`config.mk`:
```
export PLATFORM = sky130hd
export DESIGN_NAME = xpc_pgen
export DESIGN_NICKNAME = d
export VERILOG_FILES = /design/src/design/xpc_pkg.sv /design/src/design/xpc_pgen.sv
export SDC_FILE = /design/constraint.sdc
export NUM_CORES = 2
export LEC_CHECK = 0
export BUFFER_PORTS_ARGS = -buffer_cell sky130_fd_sc_hd__buf_2
export CELL_PAD_IN_SITES_DETAIL_PLACEMENT = 1
export CELL_PAD_IN_SITES_GLOBAL_PLACEMENT = 1
export CORE_ASPECT_RATIO = 1.75
export CORE_MARGIN = 3
export CORE_UTILIZATION = 30
export CTS_CLUSTER_SIZE = 14
export DETAILED_ROUTE_END_ITERATION = 8
export GPL_ROUTABILITY_DRIVEN = 1
export PLACE_DENSITY_LB_ADDON = 0.12
export SYNTH_ARGS = -nofsm -noshare
export SYNTH_HDL_FRONTEND = slang
export SYNTH_SLANG_ARGS = --single-unit
```
`constraint.sdc`:
```
create_clock -name clk -period 16.8 [get_ports clk]
set_input_delay 1.68 -clock clk [delete_from_list [all_inputs] [get_ports clk]]
set_output_delay 1.68 -clock clk [all_outputs]
set_load 0.01 [all_outputs]
```
`src/design/xpc_pkg.sv`:
```
// xpc_pkg: shared types and constants for the xorshift pattern checker
// no dependencies; imported by every module of the checker
`default_nettype none

package xpc_pkg;

  // saturating counter width (16 to 64)
  localparam int CNT_W = 48;
  localparam int FIELD_W = 48;

  localparam logic [63:0] PATTERN_MULT = 64'h2545_F491_4F6C_DD1D;
  localparam logic [63:0] SEED_RESET = 64'h0000_0C0F_FEE1_2345;

  localparam int XS_A = 12;
  localparam int XS_B = 25;
  localparam int XS_C = 27;

  // register index codes of the configuration port
  typedef enum logic [1:0] {
    REG_SEED     = 2'd0,
    REG_VERIFY   = 2'd1,
    REG_EXPECTED = 2'd2
  } cfg_idx_t;

  // pattern generator sequencer
  typedef enum logic [2:0] {
    GEN_STEP,
    GEN_MUL_LL,
    GEN_MUL_LH,
    GEN_MUL_HL,
    GEN_PUSH
  } gen_state_t;

  // pattern words buffered ahead of the front stage
  localparam int WQ_DEPTH = 2;
  localparam int WQ_AW = $clog2(WQ_DEPTH);

  // item queue between front and back
  localparam int IQ_DEPTH = 4;
  localparam int IQ_AW = $clog2(IQ_DEPTH);

  typedef struct packed {
    logic ok;
  } item_t;

  typedef struct packed {
    logic restart;
    logic verify;
    logic [FIELD_W-1:0] expected;
  } ctl_t;

  function automatic logic [63:0] xs_step(input logic [63:0] v);
    logic [63:0] x;
    x = v;
    x = x ^ (x >> XS_A);
    x = x ^ (x << XS_B);
    x = x ^ (x >> XS_C);
    return x;
  endfunction

  function automatic logic [CNT_W-1:0] sat_inc(input logic [CNT_W-1:0] v);
    return (v == {CNT_W{1'b1}}) ? v : v + CNT_W'(1);
  endfunction

  function automatic logic [FIELD_W-1:0] to_field(input logic [CNT_W-1:0] v);
    logic [63:0] e;
    e = 64'(v);
    return e[FIELD_W-1:0];
  endfunction

endpackage

`default_nettype wire

```
`src/design/xpc_pgen.sv`:
```
// xpc_pgen: xorshift64* pattern word generator with a short word queue
// depends on xpc_pkg; one shared 32x32 multiplier for the three partial products of each word
`default_nettype none

module xpc_pgen (
  input  wire logic        clk,
  input  wire logic        rst,
  input  wire logic        restart,
  input  wire logic [63:0] new_seed,
  input  wire logic        word_pop,
  output logic             word_valid,
  output logic [63:0]      word
);
  import xpc_pkg::*;

  gen_state_t gstate, gstate_next;
  logic [63:0] x;
  logic [63:0] prod;
  logic [31:0] mul_a, mul_b;
  logic [63:0] mul_p;

  logic [63:0]       wq [WQ_DEPTH];
  logic [WQ_AW-1:0]  wr_ptr, rd_ptr;
  logic [WQ_AW:0]    cnt;
  logic              wq_full, push;

  assign wq_full = (cnt == (WQ_AW+1)'(WQ_DEPTH));
  assign word_valid = (cnt != '0);
  assign word = wq[rd_ptr];
  assign push = (gstate == GEN_PUSH) && !wq_full;
  assign mul_p = 64'(mul_a) * 64'(mul_b);

  always_comb begin
    gstate_next = gstate;
    mul_a = x[31:0];
    mul_b = PATTERN_MULT[31:0];
    case (gstate)
      GEN_STEP:   gstate_next = GEN_MUL_LL;
      GEN_MUL_LL: gstate_next = GEN_MUL_LH;
      GEN_MUL_LH: begin
        mul_b = PATTERN_MULT[63:32];
        gstate_next = GEN_MUL_HL;
      end
      GEN_MUL_HL: begin
        mul_a = x[63:32];
        gstate_next = GEN_PUSH;
      end
      GEN_PUSH:   if (!wq_full) gstate_next = GEN_STEP;
      default:    gstate_next = GEN_STEP;
    endcase
  end

  always_ff @(posedge clk) begin
    if (rst) begin
      gstate <= GEN_STEP;
      x <= SEED_RESET;
      wr_ptr <= '0;
      rd_ptr <= '0;
      cnt <= '0;
    end else if (restart) begin
      gstate <= GEN_STEP;
      x <= new_seed;
      wr_ptr <= '0;
      rd_ptr <= '0;
      cnt <= '0;
    end else begin
      gstate <= gstate_next;
      case (gstate)
        GEN_STEP:   x <= xs_step(x);
        GEN_MUL_LL: prod <= mul_p;
        GEN_MUL_LH: prod[63:32] <= prod[63:32] + mul_p[31:0];
        GEN_MUL_HL: prod[63:32] <= prod[63:32] + mul_p[31:0];
        default:    ;
      endcase
      if (push) begin
        wq[wr_ptr] <= prod;
        wr_ptr <= wr_ptr + WQ_AW'(1);
      end
      if (word_pop) rd_ptr <= rd_ptr + WQ_AW'(1);
      cnt <= cnt + (WQ_AW+1)'(push) - (WQ_AW+1)'(word_pop);
    end
  end

endmodule

`default_nettype wire

```
After elaboration in Yosys (flattened, before gate mapping)

Memory sizes are Yosys's and may differ from the RTL's. A register that Yosys moved wholly into a read port is not among the register bits.
Cells that the tools add are included.

Flip-flop bits (word level): 135
Bits in latches: 0
RAM bits: 128
Memory bits (read-only): 0
Input bits: 68
Output and inout port bits: 65
Word-level logic and storage cells: 48
Memories: 1

Memory list:

| memory | words | bits a word | read ports | clocked after Yosys merged registers in | wr ports | RTL line       | text |
|---|---|---|---|---|---|---|---|
| wq     | 2     | 64          | 1          | 1                                       | 1        | xpc_pgen.sv:22 | `logic [63:0] wq [WQ_DEPTH];` |

Add/sub/neg operators: 5
$mul: 1
Divide/modulo/power cells: 0
$lt $le $gt $ge: 0
Equality and inequality tests: 6
Shift operators: 0
Muxes and demuxes: 13
Bitwise gates (word level): 5
Reduce and logical (&&, ||, !) cells: 10

Operator list:

| cell                | number |
|---|---|
| $mux 64             | 2 |
| $mul 32x32->64      | 1 |
| $pmux 32 s2         | 1 |
| $xor 64x37->64      | 1 |
| $xor 64x52->64      | 1 |
| $xor 64x64->64      | 1 |
| $add 32x32->32      | 1 |
| $mux 32             | 1 |
| $mux 31             | 1 |
| $pmux 3 s5          | 1 |
| $eq 3x2->1 const B  | 2 |
| $mux 1              | 6 |
| $reduce_and 3->1    | 2 |
| $reduce_bool 2->1   | 3 |
| $reduce_or 2->1     | 2 |
| $eq 3x1->1 const B  | 1 |
| $eq 3x3->1 const B  | 1 |
| $logic_not 3->1     | 1 |
| $mux 3              | 1 |
| $add 1x1->1 const B | 2 |
| $add 2x1->2         | 1 |
| $eq 2x2->1 const B  | 1 |
| $ne 2x2->1 const B  | 1 |
| $not 1->1           | 2 |
| 3 further kinds     | 3 |

Logic depth before layout (Yosys ltp)

Depth after elaboration: 7
Gate-level depth with buffers: 41
Mapped depth without buffers: 40

Worst setup path after synthesis

No wires, ideal clock.

Kind: reg-to-reg
Start: reg gstate[1]
End: reg prod[62], data pin
Setup time: 0.271 ns
Arrival time: 9.539 ns
Data required time: 16.529 ns
Slack: 6.990 ns
Stages on the path, launching flop included: 36
Buffers on the path: 3
Clock period less this slack: 9.810 ns
Cells stage by stage: dfxtp_1 -> nor2b_1 -> nand2_1 -> buf_2 -> buf_1 -> mux2i_1 -> inv_1 -> nand2_1 -> inv_1 -> fa_1 -> fa_1 -> fa_1 -> fa_1 -> inv_1 -> fa_1 -> inv_1 -> fa_1 -> fa_1 -> inv_1 -> fa_1 -> inv_1 -> ha_1 -> clkbuf_1 -> and4_1 -> and2_1 -> nand3_1 -> a311oi_1 -> or2_1 -> xor2_1 -> ha_1 -> a21o_1 -> a21o_1 -> a221o_1 -> a31oi_1 -> xor2_1 -> mux2i_1

Longest elaborated chain between the ends: 5
Elaborated cells between the ends (all ways): 9
Those cells by class: add/sub: 1; mul: 1; eq/ne: 3; mux: 3; reduce/logical: 1

Ends and longest elaborated chain:

| element                                   | RTL line                       | text |
|---|---|---|
| start: declaration                        | xpc_pgen.sv:16                 | `gen_state_t gstate, gstate_next;` |
| start signal: assignment                  | xpc_pgen.sv:67                 | `gstate <= gstate_next;` |
| $eq 3x2->1                                | xpc_pgen.sv:37                 | `case (gstate)` |
| $mux 32 / $mux 31 (equally long branches) | xpc_pgen.sv:37                 |  |
| $mul 32x32->64 (*)                        | xpc_pgen.sv:31                 | `assign mul_p = 64'(mul_a) * 64'(mul_b);` |
| named net mul_p[27]                       | xpc_pgen.sv:20                 | `logic [63:0] mul_p;` |
| $add 32x32->32 (*)                        | xpc_pgen.sv:71, xpc_pgen.sv:72 |  |
| $pmux 32 s2 (*)                           | xpc_pgen.sv:68                 | `case (gstate)` |
| end signal: assignment                    | xpc_pgen.sv:70                 | `GEN_MUL_LL: prod <= mul_p;` |
| end signal: assignment                    | xpc_pgen.sv:71                 | `GEN_MUL_LH: prod[63:32] <= prod[63:32] + mul_p[31:0];` |
| end signal: assignment                    | xpc_pgen.sv:72                 | `GEN_MUL_HL: prod[63:32] <= prod[63:32] + mul_p[31:0];` |
| end: declaration                          | xpc_pgen.sv:18                 | `logic [63:0] prod;` |

The timed path passes the listed nets; every way through them passes the cells marked *.
A chain may end at the register's enable or synchronous reset.

Final worst setup path

Start: reg gstate[1]
End: reg prod[61], data pin

The elaborated chain is that of the path after synthesis.

==> flow_metrics.tcl <==
set metrics [dict create \
    num_vias 25151 \
    start_util 0.303 \
    ys.flop_type "edfxtp_1" \
    synth_cells 3560 \
    yosys.cell_types.count 66 \
    grt_pass1_vias 28983 \
    crit_required_ns 17.17 \
    cts.path.max_buffers 3 \
    fin_crit_sh 0.698 \
    grt-ovfl-total 0 \
    path_class "flop to flop" \
    postSynth.asyncResetShare 0 \
    setup_violations 0 \
    crit_fanout 33 \
    end_kind "flop" \
    maxSlewViolCount 0 \
    yosysMostFrequentCell "inv_1" \
    period_needed_ns 11.73 \
    maxCapViolations 0 \
    max_clock_freq_ghz 0.0852 \
    synth_area_leaders "fa_1 33%, edfxtp_1 16%, ha_1 15%" \
    io_pins 133 \
    grt_setup_unrepaired "no" \
    skew_ns 0.0137 \
    status "finished, final reports clean" \
    multi_input_area_mm2 0.0264 \
    cts_buffers 31 \
    ys_ff_latch 264 \
    layout-drive-gt1-share 0.0894 \
    syn_avg_cell_area_um2 10.3 \
    hold_viol 0 \
    drt_first_iter_violations 878 \
    synth_top_area_share 0.328 \
    hold_buffers 0 \
    seq_area_mm2 0.00721 \
    worstPathArrival_ns 12.10 \
    ys_warn_count 0 \
    tightestPinTransition_ns 1.30 \
    grt_usage 0.212 \
    area_growth_syn_to_layout_pct 10.7 \
    drc 0 \
    slowest_delay_ns 1.00 \
    grt_pass1_wl_mm 195 \
    synthTopCellsByCount "803 x inv_1, 603 x fa_1, 434 x ha_1, 205 x a21oi_1, 192 x edfxtp_1" \
    synth_edf_count 192 \
    viasPerCell 4.69 \
    synth_top_cell_by_area "fa_1" \
    grt_max_degree 88 \
    seq_area_frac_synth 0.196 \
    max-slew-margin-rel 0.126 \
    synth_area_mm2 0.0368 \
    post_cts_buffers 0 \
    clk_latency_ns 0.65 \
    die_area_mm2 0.127 \
    nets 4819 \
    cts_root_buffer "clkbuf_16" \
    cts_resized 0 \
    die_w_um 271 \
    place_congestion 0.898 \
    htree_levels 1 \
    setup_tns_ns 0 \
    dpl.hpwl_mm 117 \
    cp-start-kind "flop" \
    cts_tree "done" \
    antenna_found_initial 1 \
    n_fill_cell 13821 \
    post_drt_wl_per_cell_um 25.0 \
    postRouteAntennaNets 0 \
    cts.clk_slew.worst_paths_ns 0.06 \
    core_area_mm2 0.121 \
    rows 169 \
    clkSinkCount 264 \
    port_buffers 132 \
    routed_wl_mm 134 \
    crit_slowest_cell "mux2i_1" \
    hold_class "flop to flop" \
    crit_top_cell "fa_1" \
    die_h_um 469 \
    firstDrtPassIters 4 \
]
kinds of logic (layout without fill, tap and decap cells):
family,count (synthesis),count (layout),share of synthesized area
DFF,264,264,0.196
adders and majority gates,1037,1037,0.476
xor gates and xnor gates,248,248,0.0591
AOI/OAI and AO/OA,466,466,0.0756
buffers and inverters,926,1046,0.0946
other,2,61,0.000204
and+or+nand+nor,494,494,0.0631
muxes,123,123,0.0358
path summary, 6_finish.rpt:
check | slack, ns | cells past startpoint | endpoint | start
hold reg to reg | 0.44 | 0 | wq[1][12]$_DFFE_PP_ | prod[12]$_DFFE_PP_
setup reg to reg | 5.07 | 38 | prod[61]$_DFFE_PP_ | gstate[1]$_SDFFE_PP0P_
hold / removal | 0.44 | 0 | wq[1][12]$_DFFE_PP_ | prod[12]$_DFFE_PP_
setup / recovery | 5.07 | 38 | prod[61]$_DFFE_PP_ | gstate[1]$_SDFFE_PP0P_
registers in the layout, indices dropped and copies added (netlist names), named ones only:
signal  flops
cnt         2
prod       64
wq        128
rd_ptr      1
wr_ptr      1
x          64
gstate      3
worst max-delay path: cells and delay by family, from the launching register on:
family          cells  cell delay [ns]
compound gates     12             2.11
xor+xnor            2             0.53
mux                 1             1.00
fa+ha+maj          10             4.78
simple gates        5             0.88
buf+inv             8             1.69
flops               1             0.39
area by class of cell:
cell class / count / share of cell area
multi-input cells: 2428 / 0.647
clock buffers: 37 / 0.0196
well taps: 1624 / 0.0499
inverters: 804 / 0.0741
repair buffers: 185 / 0.0261
clock inverters: 20 / 0.00581
flip-flops and latches: 264 / 0.177
diodes: 1 / 0.0000615
layer usage:
metal,part of all wire,up-vias,global-route usage
li1,-,11581,-
met1,0.34,13021,0.210
met2,0.58,358,0.431
met3,0.015,191,0.0125
met4,0.064,0,0.112
met5,0,-,0
per-stage QoR:
stage,util,instance area (µm²),worst slack [ns],cells,hold WS (ns)
3_3_place_gp,0.327,39700,5.21,5305,0.425
3_5_place_dp,0.327,39700,5.08,5305,0.435
5_1_grt,0.335,40700,4.52,5362,0.457
2_1_floorplan,-,37000,6.99,3618,0.421
4_1_cts,0.335,40700,5.05,5362,0.446
6_report,0.335,40700,5.07,5363,0.444
cells in the final DEF (no fill, tap or decap), drive strengths merged, types with 5 or more instances in the layout:
| cell | instances |
|---|---|
| a211oi | 10 |
| nand2 | 125 |
| and2 | 6 |
| nor2b | 10 |
| fa | 603 |
| conb | 60 |
| nand2b | 37 |
| a211o | 7 |
| xor2 | 83 |
| xnor2 | 165 |
| mux2 | 68 |
| a31oi | 11 |
| nand4 | 35 |
| and4 | 5 |
| nor3 | 14 |
| o21a | 11 |
| a21boi | 7 |
| nor2 | 179 |
| o21ai | 122 |
| nand3 | 16 |
| ha | 434 |
| or2 | 9 |
| a21o | 31 |
| edfxtp | 192 |
| a21oi | 205 |
| mux2i | 55 |
| o211ai | 7 |
| clkinv | 12 |
| dfxtp | 72 |
| and3 | 8 |
| buf | 185 |
| or3 | 39 |
| o21bai | 24 |
| clkbuf | 37 |
| inv | 807 |
Power is left out: the tool's default activity adds up to more than one toggle a clock period on the data nets, which glitch-free logic cannot reach.
